**config.mk**
```make
export PLATFORM = sky130hd
export DESIGN_NAME = seconds_to_date_time_digits
export DESIGN_NICKNAME = d
export VERILOG_FILES = /design/src/hw/rtl/stdt_pkg.sv /design/src/hw/rtl/stdt_day_split.sv /design/src/hw/rtl/stdt_date_time.sv /design/src/hw/rtl/stdt_min_sec.sv /design/src/hw/rtl/seconds_to_date_time_digits.sv
export VERILOG_INCLUDE_DIRS = /design/src /design/src/hw/rtl
export SDC_FILE = /design/constraint.sdc
export NUM_CORES = 1
export LEC_CHECK = 0
export ABC_AREA = 0
export BUFFER_PORTS_ARGS = -buffer_cell sky130_fd_sc_hd__buf_4
export CORE_MARGIN = 2
export CORE_UTILIZATION = 40
export CTS_CLUSTER_DIAMETER = 150
export CTS_CLUSTER_SIZE = 12
export DETAILED_ROUTE_END_ITERATION = 10
export GPL_ROUTABILITY_DRIVEN = 0
export HOLD_SLACK_MARGIN = 0.12
export PLACE_DENSITY = 0.66
export REMOVE_ABC_BUFFERS = 1
export SLEW_MARGIN = 20
export SYNTH_ARGS = -nofsm -noshare
export SYNTH_HDL_FRONTEND = slang
export SYNTH_SLANG_ARGS = --single-unit
export TNS_END_PERCENT = 100
```
**constraint.sdc**
```tcl
create_clock -name clk -period 7.7 [get_ports clk]
set_input_delay 0 -clock clk [delete_from_list [all_inputs] [get_ports clk]]
set_output_delay 0 -clock clk [all_outputs]
set_load 0.02 [all_outputs]
```
**src/hw/rtl/seconds_to_date_time_digits_assert.svh**
```systemverilog
// Assertion macros used by the seconds-to-date/time top level.
`ifndef SECONDS_TO_DATE_TIME_DIGITS_ASSERT_SVH
`define SECONDS_TO_DATE_TIME_DIGITS_ASSERT_SVH

// Clocked check, disabled while rst_n is low; clk and rst_n must be in scope.
`define STDT_ASSERT(label, prop, msg) \
  label: assert property (@(posedge clk) disable iff (!rst_n) (prop)) else $error(msg);

// Check that must hold whenever a result word is presented on out_valid.
`define STDT_ASSERT_OUT(label, cond, msg) \
  `STDT_ASSERT(label, out_valid |-> (cond), msg)

`endif

```
**src/hw/rtl/stdt_pkg.sv**
```systemverilog
// Shared types, constants and helper functions for the seconds-to-date/time pipeline.
`default_nettype none

package stdt_pkg;

  localparam logic [16:0] SECS_PER_DAY  = 17'd86400;
  localparam logic [11:0] SECS_PER_HOUR = 12'd3600;
  localparam logic [5:0]  SECS_PER_MIN  = 6'd60;
  localparam logic [8:0]  DAYS_IN_YEAR  = 9'd365;
  localparam int unsigned MONTHS        = 12;
  localparam logic [3:0]  MONTH_OOR     = 4'd12;

  // Exact reciprocals: day = (count>>7)/675, hour = (tod>>4)/225, minute = (rem>>2)/15
  localparam logic [18:0] DAY_RECIP  = 19'd397683;
  localparam logic [13:0] HOUR_RECIP = 14'd9321;
  localparam logic [10:0] MIN_RECIP  = 11'd1093;
  localparam logic [7:0]  TEN_RECIP  = 8'd205;

  // zero-based day of year on which each month starts
  localparam logic [8:0] MONTH_START [MONTHS] = '{
    9'd0, 9'd31, 9'd59, 9'd90, 9'd120, 9'd151,
    9'd181, 9'd212, 9'd243, 9'd273, 9'd304, 9'd334
  };

  typedef struct packed {
    logic [2:0] tens;
    logic [3:0] ones;
  } digits_t;

  // after the day split
  typedef struct packed {
    logic [16:0] tod;
    logic [8:0]  doy;
    logic [3:0]  month;
    logic        oor;
  } day_word_t;

  // after date digits and hour split
  typedef struct packed {
    logic [3:0]  month;
    logic        oor;
    logic [1:0]  day_tens;
    logic [3:0]  day_ones;
    logic [1:0]  hour_tens;
    logic [3:0]  hour_ones;
    logic [11:0] rem;
  } date_word_t;

  typedef struct packed {
    logic [3:0] month;
    logic [1:0] day_tens;
    logic [3:0] day_ones;
    logic [1:0] hour_tens;
    logic [3:0] hour_ones;
    logic [2:0] minute_tens;
    logic [3:0] minute_ones;
    logic [2:0] second_tens;
    logic [3:0] second_ones;
    logic       oor;
  } result_t;

  // month index for a day of year below 365
  function automatic logic [3:0] month_of(input logic [8:0] doy);
    logic [3:0] m;
    m = '0;
    for (int i = 1; i < MONTHS; i++) begin
      if (doy >= MONTH_START[i]) m = 4'(i);
    end
    return m;
  endfunction

  // one-based day of month, zero when the month code is out of range
  function automatic logic [4:0] day_of_month(input logic [8:0] doy, input logic [3:0] month);
    logic [8:0] d;
    d = '0;
    if (month < 4'(MONTHS)) d = doy - MONTH_START[month] + 9'd1;
    return d[4:0];
  endfunction

  // decimal split of a value below 64: tens = (y*205)>>11
  function automatic digits_t split10(input logic [5:0] y);
    logic [13:0] prod;
    logic [5:0]  ones;
    digits_t     r;
    prod   = 14'(y) * 14'(TEN_RECIP);
    r.tens = prod[13:11];
    ones   = y - 6'(r.tens) * 6'd10;
    r.ones = ones[3:0];
    return r;
  endfunction

endpackage

`default_nettype wire

```
**src/hw/rtl/stdt_day_split.sv**
```systemverilog
// Stages 1-2: day of year and time of day from the seconds count, month lookup.
`default_nettype none

module stdt_day_split (
  input  wire logic              clk,
  input  wire logic              rst_n,
  input  wire logic              in_valid,
  output logic                   in_ready,
  input  wire logic [24:0]       in_seconds_count,
  output logic                   out_valid,
  input  wire logic              out_ready,
  output stdt_pkg::day_word_t    out_word
);
  import stdt_pkg::*;

  logic        s1_valid_r;
  logic [24:0] s1_count_r;
  logic [8:0]  s1_doy_r;
  logic        s2_valid_r;
  day_word_t   s2_word_r;

  logic        s1_en;
  logic        s2_en;
  logic [36:0] s1_prod;
  logic [8:0]  s1_doy_nxt;
  logic [24:0] s2_tod_full;
  day_word_t   s2_word_nxt;

  assign s2_en    = !s2_valid_r || out_ready;
  assign s1_en    = !s1_valid_r || s2_en;
  assign in_ready = s1_en;

  // count/86400 = (count>>7)/675, exact over the full 25-bit range
  assign s1_prod    = 37'(in_seconds_count[24:7]) * 37'(DAY_RECIP);
  assign s1_doy_nxt = s1_prod[36:28];

  always_comb begin
    s2_tod_full       = s1_count_r - 25'(s1_doy_r) * 25'(SECS_PER_DAY);
    s2_word_nxt.tod   = s2_tod_full[16:0];
    s2_word_nxt.doy   = s1_doy_r;
    s2_word_nxt.oor   = (s1_doy_r >= DAYS_IN_YEAR);
    s2_word_nxt.month = s2_word_nxt.oor ? MONTH_OOR : month_of(s1_doy_r);
  end

  always_ff @(posedge clk) begin
    if (!rst_n) begin
      s1_valid_r <= 1'b0;
      s2_valid_r <= 1'b0;
    end else begin
      if (s1_en) s1_valid_r <= in_valid;
      if (s2_en) s2_valid_r <= s1_valid_r;
    end
  end

  always_ff @(posedge clk) begin
    if (s1_en) begin
      s1_count_r <= in_seconds_count;
      s1_doy_r   <= s1_doy_nxt;
    end
    if (s2_en) s2_word_r <= s2_word_nxt;
  end

  assign out_valid = s2_valid_r;
  assign out_word  = s2_word_r;

endmodule

`default_nettype wire

```
**src/hw/rtl/stdt_date_time.sv**
```systemverilog
// Stages 3-4: hour split, day of month, date and hour digits.
`default_nettype none

module stdt_date_time (
  input  wire logic              clk,
  input  wire logic              rst_n,
  input  wire logic              in_valid,
  output logic                   in_ready,
  input  wire stdt_pkg::day_word_t in_word,
  output logic                   out_valid,
  input  wire logic              out_ready,
  output stdt_pkg::date_word_t   out_word
);
  import stdt_pkg::*;

  typedef struct packed {
    logic [16:0] tod;
    logic [4:0]  hr;
    logic [4:0]  dom;
    logic [3:0]  month;
    logic        oor;
  } hour_word_t;

  logic       s3_valid_r;
  hour_word_t s3_word_r;
  logic       s4_valid_r;
  date_word_t s4_word_r;

  logic        s3_en;
  logic        s4_en;
  logic [26:0] s3_prod;
  hour_word_t  s3_word_nxt;
  logic [16:0] s4_rem_full;
  digits_t     s4_day_dig;
  digits_t     s4_hour_dig;
  date_word_t  s4_word_nxt;

  assign s4_en    = !s4_valid_r || out_ready;
  assign s3_en    = !s3_valid_r || s4_en;
  assign in_ready = s3_en;

  // tod/3600 = (tod>>4)/225, exact for tod below 86400
  always_comb begin
    s3_prod           = 27'(in_word.tod[16:4]) * 27'(HOUR_RECIP);
    s3_word_nxt.tod   = in_word.tod;
    s3_word_nxt.hr    = s3_prod[25:21];
    s3_word_nxt.dom   = day_of_month(in_word.doy, in_word.month);
    s3_word_nxt.month = in_word.month;
    s3_word_nxt.oor   = in_word.oor;
  end

  always_comb begin
    s4_rem_full           = s3_word_r.tod - 17'(s3_word_r.hr) * 17'(SECS_PER_HOUR);
    s4_day_dig            = split10(6'(s3_word_r.dom));
    s4_hour_dig           = split10(6'(s3_word_r.hr));
    s4_word_nxt.month     = s3_word_r.month;
    s4_word_nxt.oor       = s3_word_r.oor;
    s4_word_nxt.day_tens  = s4_day_dig.tens[1:0];
    s4_word_nxt.day_ones  = s4_day_dig.ones;
    s4_word_nxt.hour_tens = s4_hour_dig.tens[1:0];
    s4_word_nxt.hour_ones = s4_hour_dig.ones;
    s4_word_nxt.rem       = s4_rem_full[11:0];
  end

  always_ff @(posedge clk) begin
    if (!rst_n) begin
      s3_valid_r <= 1'b0;
      s4_valid_r <= 1'b0;
    end else begin
      if (s3_en) s3_valid_r <= in_valid;
      if (s4_en) s4_valid_r <= s3_valid_r;
    end
  end

  always_ff @(posedge clk) begin
    if (s3_en) s3_word_r <= s3_word_nxt;
    if (s4_en) s4_word_r <= s4_word_nxt;
  end

  assign out_valid = s4_valid_r;
  assign out_word  = s4_word_r;

endmodule

`default_nettype wire

```
**src/hw/rtl/stdt_min_sec.sv**
```systemverilog
// Stages 5-7: minute and second split and their digits; stage 7 is the output register.
`default_nettype none

module stdt_min_sec (
  input  wire logic                clk,
  input  wire logic                rst_n,
  input  wire logic                in_valid,
  output logic                     in_ready,
  input  wire stdt_pkg::date_word_t in_word,
  output logic                     out_valid,
  input  wire logic                out_ready,
  output stdt_pkg::result_t        out_word
);
  import stdt_pkg::*;

  typedef struct packed {
    date_word_t  date;
    logic [5:0]  mn;
  } min_word_t;

  typedef struct packed {
    result_t     res;
    logic [5:0]  sc;
  } sec_word_t;

  logic      s5_valid_r;
  min_word_t s5_word_r;
  logic      s6_valid_r;
  sec_word_t s6_word_r;
  logic      s7_valid_r;
  result_t   s7_word_r;

  logic        s5_en;
  logic        s6_en;
  logic        s7_en;
  logic [19:0] s5_prod;
  min_word_t   s5_word_nxt;
  logic [11:0] s6_sc_full;
  digits_t     s6_min_dig;
  sec_word_t   s6_word_nxt;
  digits_t     s7_sec_dig;
  result_t     s7_word_nxt;

  assign s7_en    = !s7_valid_r || out_ready;
  assign s6_en    = !s6_valid_r || s7_en;
  assign s5_en    = !s5_valid_r || s6_en;
  assign in_ready = s5_en;

  // rem/60 = (rem>>2)/15, exact for rem below 3600
  always_comb begin
    s5_prod          = 20'(in_word.rem[11:2]) * 20'(MIN_RECIP);
    s5_word_nxt.date = in_word;
    s5_word_nxt.mn   = s5_prod[19:14];
  end

  always_comb begin
    s6_sc_full                  = s5_word_r.date.rem - 12'(s5_word_r.mn) * 12'(SECS_PER_MIN);
    s6_min_dig                  = split10(s5_word_r.mn);
    s6_word_nxt.res.month       = s5_word_r.date.month;
    s6_word_nxt.res.day_tens    = s5_word_r.date.day_tens;
    s6_word_nxt.res.day_ones    = s5_word_r.date.day_ones;
    s6_word_nxt.res.hour_tens   = s5_word_r.date.hour_tens;
    s6_word_nxt.res.hour_ones   = s5_word_r.date.hour_ones;
    s6_word_nxt.res.minute_tens = s6_min_dig.tens;
    s6_word_nxt.res.minute_ones = s6_min_dig.ones;
    s6_word_nxt.res.second_tens = '0;
    s6_word_nxt.res.second_ones = '0;
    s6_word_nxt.res.oor         = s5_word_r.date.oor;
    s6_word_nxt.sc              = s6_sc_full[5:0];
  end

  always_comb begin
    s7_sec_dig              = split10(s6_word_r.sc);
    s7_word_nxt             = s6_word_r.res;
    s7_word_nxt.second_tens = s7_sec_dig.tens;
    s7_word_nxt.second_ones = s7_sec_dig.ones;
  end

  always_ff @(posedge clk) begin
    if (!rst_n) begin
      s5_valid_r <= 1'b0;
      s6_valid_r <= 1'b0;
      s7_valid_r <= 1'b0;
    end else begin
      if (s5_en) s5_valid_r <= in_valid;
      if (s6_en) s6_valid_r <= s5_valid_r;
      if (s7_en) s7_valid_r <= s6_valid_r;
    end
  end

  always_ff @(posedge clk) begin
    if (s5_en) s5_word_r <= s5_word_nxt;
    if (s6_en) s6_word_r <= s6_word_nxt;
    if (s7_en) s7_word_r <= s7_word_nxt;
  end

  assign out_valid = s7_valid_r;
  assign out_word  = s7_word_r;

endmodule

`default_nettype wire

```
**src/hw/rtl/seconds_to_date_time_digits.sv**
```systemverilog
// Top level: seconds since Jan 1 00:00:00 to month, day and time digits.
//
// Input channel: in_valid/in_ready with in_seconds_count (25 bits, seconds
// since midnight of January 1 of a non-leap year). One word in, one word out.
// Output channel: out_valid/out_ready with month (0..11, 12 = past year end),
// decimal tens/ones digits of day of month, hour, minute and second, and
// out_of_range. Past day 365 the date digits read zero; time digits still valid.
//
// Seven register stages: a word accepted into stage 1 moves through stages
// 2 to 7 and is presented on out_valid from the stage 7 register. Throughput
// is one word per cycle while out_ready is high; all divides are by constants,
// done as reciprocal multiplies with at most one wide multiply per stage.
// Each stage advances when it is empty or the stage after it advances, so
// bubbles are squeezed out and in_ready stays high while any stage is empty.
// When the receiver holds out_ready low the pipe fills up to seven words,
// then in_ready drops; nothing is dropped or repeated.
// Synchronous reset (rst_n low) clears all stage valid bits; the pipe comes
// up empty and ready.
`default_nettype none

`include "seconds_to_date_time_digits_assert.svh"

module seconds_to_date_time_digits (
  input  wire logic        clk,
  input  wire logic        rst_n,
  input  wire logic        in_valid,
  output logic             in_ready,
  input  wire logic [24:0] in_seconds_count,
  output logic             out_valid,
  input  wire logic        out_ready,
  output logic [3:0]       out_month,
  output logic [1:0]       out_day_tens,
  output logic [3:0]       out_day_ones,
  output logic [1:0]       out_hour_tens,
  output logic [3:0]       out_hour_ones,
  output logic [2:0]       out_minute_tens,
  output logic [3:0]       out_minute_ones,
  output logic [2:0]       out_second_tens,
  output logic [3:0]       out_second_ones,
  output logic             out_out_of_range
);
  import stdt_pkg::*;

  // day split -> date/hour
  logic       day_valid;
  logic       day_ready;
  day_word_t  day_word;
  // date/hour -> minute/second
  logic       date_valid;
  logic       date_ready;
  date_word_t date_word;
  result_t    res_word;

  // stages 1-2: count/86400, time of day, month lookup
  stdt_day_split u_day_split (
    .clk              (clk),
    .rst_n            (rst_n),
    .in_valid         (in_valid),
    .in_ready         (in_ready),
    .in_seconds_count (in_seconds_count),
    .out_valid        (day_valid),
    .out_ready        (day_ready),
    .out_word         (day_word)
  );

  // stages 3-4: hour, day of month, date and hour digits
  stdt_date_time u_date_time (
    .clk       (clk),
    .rst_n     (rst_n),
    .in_valid  (day_valid),
    .in_ready  (day_ready),
    .in_word   (day_word),
    .out_valid (date_valid),
    .out_ready (date_ready),
    .out_word  (date_word)
  );

  // stages 5-7: minute, second and their digits; last stage drives the ports
  stdt_min_sec u_min_sec (
    .clk       (clk),
    .rst_n     (rst_n),
    .in_valid  (date_valid),
    .in_ready  (date_ready),
    .in_word   (date_word),
    .out_valid (out_valid),
    .out_ready (out_ready),
    .out_word  (res_word)
  );

  assign out_month        = res_word.month;
  assign out_day_tens     = res_word.day_tens;
  assign out_day_ones     = res_word.day_ones;
  assign out_hour_tens    = res_word.hour_tens;
  assign out_hour_ones    = res_word.hour_ones;
  assign out_minute_tens  = res_word.minute_tens;
  assign out_minute_ones  = res_word.minute_ones;
  assign out_second_tens  = res_word.second_tens;
  assign out_second_ones  = res_word.second_ones;
  assign out_out_of_range = res_word.oor;

  // out-of-range flag and month code must agree
  `STDT_ASSERT_OUT(a_oor_month, out_out_of_range == (out_month == MONTH_OOR), "oor/month mismatch")
  // past year end the date digits are zero
  `STDT_ASSERT_OUT(a_oor_day_zero, !out_out_of_range || (out_day_tens == 2'd0 && out_day_ones == 4'd0), "date digits set past year end")
  // inside the year the day of month is at least one
  `STDT_ASSERT_OUT(a_day_nonzero, out_out_of_range || out_day_tens != 2'd0 || out_day_ones != 4'd0, "day of month zero")
  // hour stays below 24
  `STDT_ASSERT_OUT(a_hour_range, out_hour_tens != 2'd3 && !(out_hour_tens == 2'd2 && out_hour_ones > 4'd3), "hour out of range")

endmodule

`default_nettype wire
```
==> metrics, run 1 <==
outcome=finished clean; initial antenna violation count=0; most used cell, CP=fa_1; Fin Setup TNS=0 ps; Reg clk slew, reported paths=90 ps; Hold Vio Cnt, Final=0; post-synthesis cell count=around 1700; WP data required=~8000 ps; final wirelength=approximately 36000 µm; Post-Layout Inst Area=between 20000 and 25000 µm²; max_cap viols=0; P&R area growth vs syn=10.47%; CP startpoint=in_seconds_count[13]; leading cell type in the layout, fill and taps excluded=ha_1; Routed WL per cell=14.81 µm; I/O pins=62; initial core utilization=0.4026; HPWL after DPL=just under 30000 µm; detailed-route vias per instance=between 4 and 5; core area=around 49000 µm²; die area=between 50000 and 60000 µm²; skew final=roughly 31 ps; TritonCTS clock tree=yes; CTS Buffer Depth=3; max-slew violation count=0; final core occ=0.4448; R2R Path Start=u_day_split.out_word[28]; Final setup violation count=0; Post-synth EDFFs=199; crit path launch type=primary input; pin count of the biggest net entering global routing=32; depth of the CTS H-tree=1; RSZ-0062 raised after global routing=no; vias in the first global route=between 10000 and 15000; first-pass GRT wire length=61370 µm; layout filler cell count=between 4000 and 5000; # rows=slightly above 80; worst setup path class=in -> reg; post-CTS setup buffers=0; Cell variety after synth=69; Hold Path Class=in -> reg; commonest cells after routing, fill and taps aside=ha_1, inv_1, edfxtp_1; CP max-delay cell=dlygate4sd3_1; Synth Flop Type=edfxtp_1; I/O Buffers=61; Clock Tree Root=clkbuf_16; clock sink count=206; Via Count=approximately 12000; Post-route DRC=0; total gr overflow=0; CP max FO=7; Layout Cells excl Fill=around 2400; Cell Area, Synth=approximately 20000 µm²; Die Y=about 230 µm; post-synthesis sequential area ratio=0.3129; CP Cell Sequence=dlygate4sd3_1 > buf_4 > fa_1 > fa_1 > inv_1 > fa_1 > fa_1 > inv_1 > fa_1 > inv_1 > fa_1 > inv_1 > ha_1 > o21ai_0 > o21ai_0 > a32oi_1 > a21oi_1 > o311a_1 > nor4_1 > a311oi_1; Placed Area=between 20000 and 25000 µm²; Least-Margin Pin Slew=~970 ps; largest area contributor in the netlist=edfxtp_1; DR pass1 iterations=4; CP arrival=about 5500 ps; max incr delay on CP=approximately 540 ps; FF+latch count, synth=approximately 200; min-delay src=in_seconds_count[5]; Worst-Skew Late Latency=approximately 530 ps; top cells by area, synth=edfxtp_1, ha_1, fa_1, inv_1, xnor2_1; min Tclk post-route=roughly 5300 ps; relative slew slack=0.3520; Async SR Flop Fraction=0; post-synth top area share=0.3057; share of layout cells above drive strength 1=0.06000; All-Layer GR Usage=0.1485; antenna-violating nets left=0; synthesized area per cell=between 10 and 15 µm²; Horiz. Die Dim=between 200 and 250 µm; Tcrit/Tclk final=0.6829; Crit. End Element=flop; placed cells=2364; n_diodes=0; DRT iter0 DRCs=about 380; Max Fclk=0.1902 GHz; Yosys warnings=0; CTS Buf Count=21; Nets=2437
==> critical path: cells and delay by family <==
kind                       cells  cell delay, ps
adders and majority gates      7            3260
buffers and inverters          6             910
and+or+nand+nor                1             240
AOI/OAI and AO/OA              6            1120
==> final timing paths <==
kind,endpoint,cells past startpoint,slack [ps]
worst max-delay path,u_day_split.s1_doy_r[8],20,2440
worst min-delay path,u_day_split.s1_count_r[5],2,220
worst max register to register,u_date_time.s3_word_r[14],15,3040
worst min register to register,u_min_sec.s5_word_r[30],0,410
==> cells in the mapped netlist, types with 2 or more instances <==
cell type / count
ha_1: 463
inv_1: 387
edfxtp_1: 199
fa_1: 159
a21oi_1: 65
xnor2_1: 60
nand2_1: 43
nor2_1: 38
o21ai_0: 37
xor2_1: 27
a21o_1: 21
nor2b_1: 21
nand3_1: 17
nand4_1: 10
a31oi_1: 9
o21a_1: 9
and2_1: 8
or2_2: 8
dfxtp_1: 7
nor3_1: 7
a211oi_1: 5
a21boi_0: 5
a41o_1: 5
nand2b_1: 5
and3_1: 4
o211ai_1: 4
clkbuf_1: 3
o21ai_1: 3
o21bai_1: 3
o31ai_1: 3
or3_1: 3
a211o_1: 2
a311oi_1: 2
a31o_2: 2
a41oi_1: 2
and4_1: 2
nand4b_1: 2
nor3b_1: 2
==> layout make-up <==
cell class / instances / area, µm² / area share
multi-input combinational: 1086 / 11960 / 0.5541
sequential: 206 / 6116 / 0.2832
inverter: 387 / 1453 / 0.06728
tap: 622 / 778.2 / 0.03604
timing repair buffer: 84 / 683.2 / 0.03164
clock buffer: 35 / 578.1 / 0.02677
clock inverter: 2 / 20.02 / 0.0009272
==> flip-flops by register name, indices dropped and copies added, names as in the netlist <==
register,cells
u_date_time.s3_word_r,27
u_min_sec.out_valid,1
u_min_sec.out_word,31
u_date_time.out_word,29
u_min_sec.s6_word_r,30
u_day_split.s1_count_r,17
u_day_split.out_word,27
u_date_time.out_valid,1
u_min_sec.s6_valid_r,1
u_min_sec.s5_valid_r,1
u_day_split.s1_doy_r,9
u_day_split.out_valid,1
u_day_split.s1_valid_r,1
u_date_time.s3_valid_r,1
u_min_sec.s5_word_r,29
==> routing by layer <==
layer	vias to the layer above	global-route usage	routed length [µm]
met4	0	0.03397	758
met1	5700	0.1808	15740
li1	5875	-	-
met3	50	0.01538	1016
met5	-	0	0
met2	145	0.2803	18350
==> what timing repair did <==
item / in CTS / in global routing
setup endpoints to repair: 0 / 0
hold endpoints to repair: 24 / 0
gates resized for setup: 0 / 0
hold buffers: 21 / 0
==> stage by stage <==
step	worst slack, ps	hold WS [ps]
floorplan	2799	98.87
finish	2441	216.6
CTS	2435	196.4
detailed placement	2378	181.3
global route	2228	217.1
global placement	2433	180.2
==> logic make-up after synthesis <==
family / after synthesis / synth area share
compound gates: 200 / 0.06741
xor+xnor: 87 / 0.03898
fa+ha+maj: 622 / 0.4592
buf+inv: 391 / 0.07515
flops: 206 / 0.3129
mux: 1 / 0.0005121
simple gates: 176 / 0.04583
Power of run 1 is not shown: default switching activity piles up to over one toggle a cycle in this logic, so the estimate is an artifact.
==> inputs of run 2 (changes only) <==
--- a/config.mk
+++ b/config.mk
@@ -6,7 +6,7 @@
 export SDC_FILE = /design/constraint.sdc
 export NUM_CORES = 1
 export LEC_CHECK = 0
-export ABC_AREA = 0
+export ABC_AREA = 1
 export BUFFER_PORTS_ARGS = -buffer_cell sky130_fd_sc_hd__buf_4
 export CORE_MARGIN = 2
 export CORE_UTILIZATION = 40
==> constraint.sdc (replaced) <==
create_clock -name clk -period 5.45 [get_ports clk]
set_input_delay 0 -clock clk [delete_from_list [all_inputs] [get_ports clk]]
set_output_delay 0 -clock clk [all_outputs]
set_load 0.02 [all_outputs]
==> metrics, run 2 <==
outcome=finished clean; max-slew violation count=0 (unchanged); depth of the CTS H-tree=1 (unchanged); total gr overflow=0 (unchanged); Post-route DRC=0 (unchanged); synthesized area per cell=10.21 µm² (-12%); I/O Buffers=61 (unchanged); pre-CTS setup slack=474.1 ps (-1904 ps); commonest cells after routing, fill and taps aside=inv_1, ha_1, nand2_1; Tcrit/Tclk final=0.8929; FF+latch count, synth=206 (unchanged); top cells by area, synth=edfxtp_1, ha_1, fa_1, inv_1, nand2_1; Horiz. Die Dim=230.7 µm (+2.5%); CTS Buffer Depth=3 (unchanged); first-pass GRT wire length=66670 µm (+8.6%); Synth Flop Type=edfxtp_1; n_diodes=0 (unchanged); DRT iter0 DRCs=504 (+33%); most frequent cell after synthesis=inv_1; final wirelength=39350 µm (+9.7%); Die Y=230.7 µm (+2.5%); largest area contributor in the netlist=edfxtp_1; Worst-Skew Late Latency=500 ps (-30 ps); max incr delay on CP=580 ps (+40 ps); CTS Buf Count=21 (unchanged); Yosys warnings=0 (unchanged); Nets=2769 (+14%); HPWL after DPL=33250 µm (+12%); Post-synth top cells=inv_1, ha_1, nand2_1, edfxtp_1, fa_1; Cell Area, Synth=20560 µm² (+5.2%); relative slew slack=0.3974 (+0.04549); CP max FO=9 (+2); Reg clk slew, reported paths=60 ps (-30 ps); TritonCTS clock tree=yes; DR pass1 iterations=5 (+1); min Tclk post-route=approximately 4900 ps; die area=53230 µm² (+5.1%); Post-synth EDFFs=199 (unchanged); # rows=83 (+2.5%); CP Cell Sequence=dlygate4sd3_1 > buf_4 > fa_1 > inv_1 > fa_1 > inv_1 > ha_1 > fa_1 > inv_1 > fa_1 > fa_1 > inv_1 > ha_1 > a21oi_1 > o21ai_0 > a21oi_1 > nor2_1 > nor3_1 > o21ai_0 > xor2_1; skew final=23.85 ps (-7.056 ps); Worst R2R Setup Slack=960 ps (-2080 ps); Least-Margin Pin Slew=900.7 ps (-65.45 ps); vias in the first global route=14027 (+11%); layout filler cell count=4795 (+8.9%); pin count of the biggest net entering global routing=34 (+6.3%); post-synthesis cell count=2013 (+20%); CTS resizes=0 (unchanged); Fin Setup TNS=0 ps (unchanged); Hold Path Class=in -> reg; final setup margin=583.5 ps (-1858 ps); max FFs per register=31 (unchanged); Clock Tree Root=clkbuf_16; CP max-delay cell=fa_1; Async SR Flop Fraction=0 (unchanged); crit path launch type=primary input; I/O pins=62 (unchanged); WP data required=5700 ps (-2270 ps); Final setup violation count=0 (unchanged); core area=51090 µm² (+5.3%); antenna-violating nets left=0 (unchanged); All-Layer GR Usage=0.1521 (+0.003618); Buf/Inv on CP=6 (unchanged); Cell variety after synth=45 (-35%); most used cell, CP=fa_1; initial antenna violation count=0 (unchanged); max_cap viols=0 (unchanged); cts hold-fix bufs=19 (-9.5%); post-synthesis sequential area ratio=0.2974 (-0.01546); Hold Vio Cnt, Final=0 (unchanged); post-CTS setup buffers=0 (unchanged); Max Fclk=between 0.2 and 0.25 GHz; Crit. End Element=flop; clock sink count=206 (unchanged); detailed-route vias per instance=4.768 (-1.9%); post-synth top area share=0.2906 (-0.01511); RSZ-0062 raised after global routing=no; critical path's top delay family=adder cells; initial core utilization=0.4024 (about the same); P&R area growth vs syn=10.30%; leading cell type in the layout, fill and taps excluded=inv_1; share of layout cells above drive strength 1=0.05673 (-0.003272); worst setup path class=in -> reg; CP arrival=5120 ps (-410 ps); Routed WL per cell=13.99 µm (-5.5%); Via Count=13413 (+14%)
-- run 2: logic make-up (layout without fill, tap and decap cells) --
family / Yosys count / in the layout / synth area share
adders and majority gates: 622 / 622 / 0.4365
xor gates and xnor gates: 72 / 72 / 0.03207
and+or+nand+nor: 431 / 431 / 0.08988
DFF: 206 / 206 / 0.2974
AOI/OAI and AO/OA: 198 / 198 / 0.05568
buffers and inverters: 484 / 604 / 0.08841
-- run 2: path summary, 6_finish.rpt --
| check | startpoint | to | cells past startpoint |
|---|---|---|---|
| max | in_seconds_count[16] | u_day_split.s1_doy_r[2] | 20 |
| min | in_seconds_count[5] | u_day_split.s1_count_r[5] | 2 |
| max reg2reg | u_day_split.out_word[29] | u_date_time.s3_word_r[13] | 14 |
| min reg2reg | u_min_sec.s5_word_r[21] | u_min_sec.s6_word_r[24] | 0 |
-- run 2: routing by layer --
metal / GRT usage / up-vias / share of wire
li1: - / 6781 / -
met1: 0.1896 / 6303 / 0.44
met2: 0.2807 / 256 / 0.50
met3: 0.01420 / 73 / 0.034
met4: 0.03972 / 0 / 0.027
met5: 0 / - / 0
-- run 2: area by class of cell --
class,count,area (µm²),area share
clock inverters,3,23.77,0.001048
well taps,680,850.8,0.03751
clock buffers,35,578.1,0.02549
inverters,483,1813,0.07994
multi-input cells,1323,12630,0.5568
flip-flops and latches,206,6116,0.2697
repair buffers,83,670.6,0.02957
-- run 2: stage by stage --
| step | cells | utilization | cell area (µm²) | hold slack [ps] |
|---|---|---|---|---|
| global route | 2813 | 0.4439 | 22680 | 220.5 |
| global placement | 2756 | 0.4284 | 21890 | 181.0 |
| floorplan | 2012 | - | 20560 | 98.87 |
| finish | 2813 | 0.4439 | 22680 | 228.5 |
| detailed placement | 2756 | 0.4284 | 21890 | 180.9 |
| CTS | 2813 | 0.4439 | 22680 | 203.6 |
Power of run 2 is left out for the same reason.
